--- src/hdl/rtt_pkg.sv ---
`default_nettype none
package rtt_pkg;

  localparam int unsigned AddrW = 64;
  localparam int unsigned LenW  = 17;
  localparam int unsigned CntW  = 7;
  localparam int unsigned StW   = 3;
  localparam logic [LenW-1:0] MaxLenReset = 17'd79999;

  typedef enum logic [1:0] {
    REQ_ADD  = 2'd0,
    REQ_REM  = 2'd1,
    REQ_K2U  = 2'd2,
    REQ_U2K  = 2'd3
  } req_t;

  typedef enum logic [StW-1:0] {
    ST_OK      = 3'd0,
    ST_NOMATCH = 3'd1,
    ST_BADLEN  = 3'd2,
    ST_FULL    = 3'd3,
    ST_OVERLAP = 3'd4
  } status_t;

  typedef struct packed {
    logic [1:0]       req_type;
    logic [AddrW-1:0] kern_addr;
    logic [AddrW-1:0] user_addr;
    logic [LenW-1:0]  range_length;
  } in_item_t;

  typedef struct packed {
    logic [StW-1:0]   status;
    logic [AddrW-1:0] translated_addr;
    logic [CntW-1:0]  entry_count;
  } out_item_t;

  // classified request handed from front to back
  typedef struct packed {
    logic [1:0]       req_type;
    logic             bad_len;
    logic [AddrW-1:0] kern_addr;
    logic [AddrW-1:0] user_addr;
    logic [LenW-1:0]  range_length;
  } cmd_t;

  // x in [b, b+len) without wrap; closed form adds one past the end
  function automatic logic in_range(input logic [AddrW-1:0] x, input logic [AddrW-1:0] b,
                                    input logic [LenW-1:0] len, input logic closed);
    logic [AddrW-1:0] d;
    d = x - b;
    if (x < b) return 1'b0;
    if (d[AddrW-1:LenW] != '0) return 1'b0;
    return closed ? (d[LenW-1:0] <= len) : (d[LenW-1:0] < len);
  endfunction

endpackage
`default_nettype wire

--- src/hdl/rtt_front.sv ---
`default_nettype none
module rtt_front (
  input  wire logic                          clk,
  input  wire logic                          rst_n,
  input  wire logic                          in_valid,
  output logic                               in_ready,
  input  wire rtt_pkg::in_item_t             in_data,
  input  wire logic [rtt_pkg::LenW-1:0]      max_len,
  output logic                               cmd_valid,
  input  wire logic                          cmd_ready,
  output rtt_pkg::cmd_t                      cmd
);
  // two-entry queue
  rtt_pkg::cmd_t q_r [2];
  logic          wp_r, rp_r;
  logic [1:0]    cnt_r;
  rtt_pkg::cmd_t c;

  always_comb begin
    c.req_type     = in_data.req_type;
    c.kern_addr    = in_data.kern_addr;
    c.user_addr    = in_data.user_addr;
    c.range_length = in_data.range_length;
    c.bad_len      = (in_data.range_length == '0) || (in_data.range_length > max_len);
  end

  assign in_ready  = (cnt_r != 2'd2);
  assign cmd_valid = (cnt_r != 2'd0);
  assign cmd       = q_r[rp_r];

  logic push, pop;
  assign push = in_valid && in_ready;
  assign pop  = cmd_valid && cmd_ready;

  always_ff @(posedge clk) begin
    if (push) q_r[wp_r] <= c;
    if (!rst_n) begin
      wp_r  <= 1'b0;
      rp_r  <= 1'b0;
      cnt_r <= 2'd0;
    end else begin
      if (push) wp_r <= ~wp_r;
      if (pop)  rp_r <= ~rp_r;
      cnt_r <= cnt_r + 2'(push) - 2'(pop);
    end
  end
endmodule
`default_nettype wire

--- config.mk ---
export PLATFORM = sky130hd
export DESIGN_NAME = rtt_front
export DESIGN_NICKNAME = d
export VERILOG_FILES = /design/src/hdl/rtt_pkg.sv /design/src/hdl/rtt_front.sv
export SDC_FILE = /design/constraint.sdc
export NUM_CORES = 1
export LEC_CHECK = 0
export BUFFER_PORTS_ARGS = -buffer_cell sky130_fd_sc_hd__buf_4
export CORE_ASPECT_RATIO = 1.5
export CORE_UTILIZATION = 52
export DETAILED_ROUTE_END_ITERATION = 12
export PLACE_DENSITY = 0.8
export SETUP_SLACK_MARGIN = 0.02
export SKIP_CTS_REPAIR_TIMING = 1
export SKIP_LAST_GASP = 1
export SYNTH_ARGS = -nofsm -noshare
export SYNTH_HDL_FRONTEND = slang
export SYNTH_SLANG_ARGS = --single-unit
--- constraint.sdc ---
create_clock -name clk -period 9.3 [get_ports clk]
set_clock_uncertainty 0.1 [all_clocks]
set_input_delay 0 -clock clk [delete_from_list [all_inputs] [get_ports clk]]
set_output_delay 0 -clock clk [all_outputs]
set_load 0.05 [all_outputs]
==> impl_metrics.tcl, run 1 <==
set metrics [dict create \
    outcome "completed" \
    fraction_of_synthesis_flops_using_an_asynchronous_set_or_reset_pin_pct 0 \
    final-max-slew-violation-count 0 \
    globalRouteMet2Util_pct 36.7 \
    final_util_pct 77.2 \
    floorplan.initialDensity_pct 53.4 \
    drt-vias-per-instance 5.19 \
    worst-r2r-setup-slack_ps 6310 \
    setup_viol_count_final 0 \
    globalRouteMet3Util_pct 6.31 \
    synth_area_um2 11300 \
    final_cell_mix "buf_4, edfxtp_1, dlygate4sd3_1" \
    yosys.area.top_type "edfxtp_1" \
    routabilityCongestion 0.780 \
    timing.max_cap.violations 0 \
    ys.flop_type "edfxtp_1" \
    grt.busiest_layer "met2" \
    min_delay_worst_endpoint "q_r[1][145]" \
    cts_root_buf "clkbuf_16" \
    final_hold_viol_count 0 \
    critical_path_required_ps 9200 \
    critical_path.max_fanout 75 \
    worst_setup_path_end_kind "primary output" \
    io_pins 318 \
    grt_setup_unrepaired "false" \
    final_common_cell "buf_4" \
    vertical_extent_of_the_die_um 183 \
    ordered_cell_list_for_the_critical_path "buf_4 > mux2_2 > buf_4" \
    clkSlewWorstSetupHoldPaths_ps 60 \
    syn-mean-instance-area_um2 20.6 \
    first_global_vias 6377 \
    critPathSlowestCell "dfxtp_4" \
    holdCritStartpoint "max_len[0]" \
    synth_cell_types 28 \
    cts_tree "done" \
    power_leakage_nw 6.29 \
    vdd.ir_drop.worst_uv 242 \
    buffer_ports.inserted 317 \
    tightestPinTransition_ps 1070 \
    postSynthRegisterBits 301 \
    floorplan_core_area_um2 21200 \
    antenna_found_initial 1 \
    std_cell_rows 65 \
    wirelength_um 27500 \
    fin_tns_setup_ps 0 \
    synth.top_cells.by_area "edfxtp_1, mux2_2, ha_1" \
    synth_largest_type_area_fraction_pct 78.5 \
    cts_buffers 27 \
    worst_path_largest_cell_delay_ps 980 \
    worst_hold_path.num_cells 5 \
    slew_headroom_pct 28.4 \
    dp_hpwl_um 15500 \
    clk_latency_ps 510 \
    met1_resource_use_gr_pct 20.6 \
    cts_max_path_buffers 3 \
    num_vias 6875 \
    drt-wirelength-per-cell_um 20.7 \
    min-delay-path-class "in2reg" \
    globalRouteOverflowTotal 0 \
    drive_above_1_share_pct 48.1 \
    drt_pass1_iterations 5 \
    area_delta_synth_final_pct 44.7 \
    yosysWarnings 0 \
    grt_pass1_wl_um 33400 \
    power_density_nw_per_um2 273 \
    worstSetupPathType "reg2out" \
    timing.rr.end "q_r[0][51]" \
    finalCritPeriodShare_pct 35.5 \
    post-route-min-period_ps 3300 \
    final_routed_drc_violation_total 0 \
    fillerInstances 1102 \
    die-width_um 122 \
    synth_cells 550 \
    layout.nets 1222 \
    crit_path_start_kind "flop" \
    htreeDepth 1 \
    worst-endpoint-arrival_ps 3200 \
    antenna_violating_nets_post_route 0 \
    drt_iter0_drc 447 \
    clock_sink_count 301 \
    mappedNetlistNets 737 \
    critPathTopFamily "buffers and inverters" \
    maximum_number_of_pins_on_one_net_before_global_route_repair 83 \
    fmax_mhz 303 \
    synth_sequential_area_ratio_pct 79.4 \
    floorplan.die_area_um2 22400 \
    worstRegToRegCells 5 \
    cp_num_buf_inv 2 \
    grt_util_all_layers_pct 20.0 \
    worstReg2RegStart "cnt_r[0]" \
    synth-edff-count 296 \
    timing.critical_path.mode_cell "buf_4" \
]
==> layer usage <==
layer  vias up  wire, um
met5         -         0
met4         0      1140
met3        74      1830
met2       322     15300
met1      3354      9230
li1       3125         -
==> how the worst max path moves through the flow <==
stage | startpoint | to | slack (ps) | cells after the start
floorplan | cnt_r[0] | q_r[0][0] | 1400 | 3
global placement | cnt_r[0] | q_r[0][10] | 6350 | 5
detailed placement | cnt_r[0] | q_r[0][8] | 6330 | 5
CTS | flop | cmd[16] | 6030 | 3
global route | flop | cmd[11] | 5870 | 3
finish | flop | cmd[54] | 6000 | 3
==> cells in the mapped netlist (2+ instances only) <==
cell type and number:
nor2_1 4, nand2_1 5, and3_1 3, nand4_1 2, nor4_1 3, a21oi_1 5
xnor2_1 3, nor2b_1 3, ha_1 19, and2_1 4, buf_2 16, edfxtp_1 296
o21ai_0 3, dfxtp_1 5, mux2_2 148, inv_1 19
==> state kept, by name, indices dropped and copies added, names as in the netlist, named ones only <==
register and cells:
q_r 296, cnt_r 2, rp_r 1, wp_r 1
==> metrics by stage <==
stage          hold slack, ps  power [W]  std cells  setup slack (ps)  cell area [um^2]
2_1_floorplan           -1.13    0.00288        550              1400             11300
3_3_place_gp             84.7    0.00330       1124              6350             14000
3_5_place_dp             87.7    0.00332       1124              6330             14000
4_1_cts                  -463    0.00442       1173              6030             14900
5_1_grt                  82.5    0.00461       1324              5870             16400
6_report                 67.0    0.00447       1324              6000             16400
==> worst register-to-register path, delay by kind of cell (launching register included) <==
kind	cells	cell delay, ps
DFF	1	350
and+or+nand+nor	3	420
buffers and inverters	2	1720
==> cell families (layout without fill, tap and decap cells) <==
group | Yosys count | in the layout | synth area share (%)
AO/OA/AOI/OAI | 14 | 14 | 0.773
other | 0 | 1 | 0
flip-flops | 301 | 301 | 79.4
XOR/XNOR | 3 | 3 | 0.232
AND/OR/NAND/NOR | 30 | 30 | 1.47
adder cells (fa/ha/maj) | 19 | 19 | 2.10
multiplexers | 148 | 148 | 14.7
buffers and inverters | 35 | 540 | 1.34
==> final cells by class <==
class / count / area (um^2) / area share (%)
Clock inverter: 13 / 159 / 0.970
Clock buffer: 36 / 709 / 4.33
Timing Repair Buffer: 472 / 3920 / 23.9
Multi-Input combinational cell: 214 / 2200 / 13.4
Sequential cell: 301 / 8990 / 54.9
Antenna cell: 1 / 2.50 / 0.0153
Tap cell: 268 / 335 / 2.05
Inverter: 19 / 71.3 / 0.435
==> power by group <==
group | total [W] | switching (W) | internal (W) | leakage [nW]
clock network | 0.00111 | 0.000460 | 0.000645 | 0.415
logic | 0.00160 | 0.00105 | 0.000552 | 3.07
registers | 0.00177 | 0.0000820 | 0.00169 | 2.81
total | 0.00447 | 0.00159 | 0.00288 | 6.29
Note: power is estimated with default switching activity, not from simulation.
==> run 2: changes to the inputs <==
CORE_UTILIZATION = 47   (was 52)
PLACE_DENSITY = 0.76   (was 0.8)
clock period = 2.9 ns   (was 9.3 ns; I/O delays follow)
==> run 2 against run 1 <==
Compared with the run above: cell count grew 4.2%; first-iteration DRC count is 40% lower; worst setup slack got worse by 5100 ps; critical endpoint is now cmd[31]; largest cell class unchanged; highest routed layer unchanged.
==> impl_metrics.tcl, run 2 (synthesis results as in run 1) <==
set metrics [dict create \
    outcome "completed" \
    final_hold_viol_count 0 \
    critical_path.max_fanout 80 \
    io_pins 318 \
    vdd.ir_drop.worst_uv 680 \
    ordered_cell_list_for_the_critical_path "buf_12 > mux2_2 > buf_4" \
    grt_pass1_wl_um 32600 \
    crit_path_start_kind "flop" \
    power_density_nw_per_um2 850 \
    floorplan_core_area_um2 23700 \
    cp_num_buf_inv 2 \
    fmax_mhz 493 \
    drive_above_1_share_pct 49.0 \
    cts_root_buf "clkbuf_16" \
    antenna_found_initial 1 \
    num_vias 6763 \
    critPathTopFamily "buffers and inverters" \
    setup_viol_count_final 0 \
    final_cell_mix "buf_4, edfxtp_1, dlygate4sd3_1" \
    cts_tree "done" \
    first_global_vias 6319 \
    timing.max_cap.violations 0 \
    largest_register_ff_count 296 \
    drt_iter0_drc 268 \
    layout.nets 1228 \
    buffer_ports.inserted 317 \
    cts_buffers 27 \
    antenna_violating_nets_post_route 0 \
    dp_worst_setup_slack_ps 972 \
    slew_headroom_pct 45.4 \
    area_delta_synth_final_pct 45.9 \
    worst-endpoint-arrival_ps 1930 \
    floorplan.initialDensity_pct 47.9 \
    final_instance_count_excl_fillers 1380 \
    wirelength_um 25200 \
    design_power_total_w 0.0140 \
    min-delay-path-class "in2reg" \
    final_common_cell "buf_4" \
    drt-wirelength-per-cell_um 18.3 \
    regMostFlops "q_r" \
    final_routed_drc_violation_total 0 \
    drt-vias-per-instance 4.90 \
    power_leakage_nw 6.32 \
    final_util_pct 69.8 \
    clk_latency_ps 520 \
    post-route-min-period_ps 2030 \
    worst_setup_path_end_kind "primary output" \
    grt_setup_unrepaired "false" \
    reg.largest.list "q_r x296, cnt_r x2" \
    critical_path_required_ps 2800 \
    maximum_number_of_pins_on_one_net_before_global_route_repair 131 \
    dp_hpwl_um 15500 \
    postLayoutSetupSlackWorst_ps 873 \
    routabilityCongestion 0.751 \
    fin_hold_ws_ps 16.8 \
    globalRouteOverflowTotal 0 \
    grt_util_all_layers_pct 17.4 \
    std_cell_rows 69 \
    floorplan.die_area_um2 24700 \
    clkSlewWorstSetupHoldPaths_ps 70 \
    die-width_um 129 \
    drt_pass1_iterations 4 \
    finalCritPeriodShare_pct 69.9 \
    final-max-slew-violation-count 0 \
    vertical_extent_of_the_die_um 192 \
    critPathSlowestCell "mux2_2" \
    tightestPinTransition_ps 819 \
    worst_path_largest_cell_delay_ps 400 \
    worstSetupPathType "reg2out" \
    htreeDepth 1 \
    clock_sink_count 301 \
    dp_cells 1181 \
    cts_max_path_buffers 3 \
]
run 2: cell types whose count changed in the layout (fill, tap and decap cells not counted), sizes merged:
cell,delta
buf,+6
bufinv,-4
clkbuf,+1
clkinv,+1
inv,+1
run 2: path summary, 6_finish.rpt:
kind                                 start           to  slack (ps)  cells past startpoint
worst max-delay path                  flop      cmd[31]         870                      3
worst min-delay path            max_len[0]  q_r[1][145]          20                      5
worst max register to register    cnt_r[1]     cnt_r[1]         970                      8
worst min register to register        rp_r         flop         450                      2
run 2: worst register-to-register path: cells and delay by family, from the launching register on:
family / cells / cell delay [ps]
simple gates: 3 / 650
fa+ha+maj: 2 / 440
flops: 1 / 350
buf+inv: 1 / 40
xor+xnor: 2 / 250
run 2: routing by layer:
layer / vias up / share of wire, % / track usage, %
met1: 3325 / 34 / 17.3
met2: 257 / 57 / 33.8
met3: 45 / 6.2 / 5.24
met4: 0 / 2.6 / 5.57
li1: 3136 / - / -
met5: - / 0 / 0
run 2: per-stage QoR:
stage               instance area [um^2]  TNS [ps]
floorplan                          11300    -77240
global placement                   14200         0
detailed placement                 14200         0
CTS                                15000         0
global route                       16500         0
finish                             16500         0
run 2: final cells by class:
class | count | area (um^2)
inverter | 19 | 71.3
clock inverter | 11 | 58.8
timing repair buffer | 478 | 4050
multi-input combinational | 214 | 2210
fill | 1500 | 7130
clock buffer | 37 | 733
tap | 319 | 399
sequential | 301 | 8990
antenna | 1 | 2.50
run 2: power breakdown:
part / switching (W) / internal (W)
registers: 0.000127 / 0.00540
logic: 0.00345 / 0.00183
clock network: 0.00147 / 0.00177
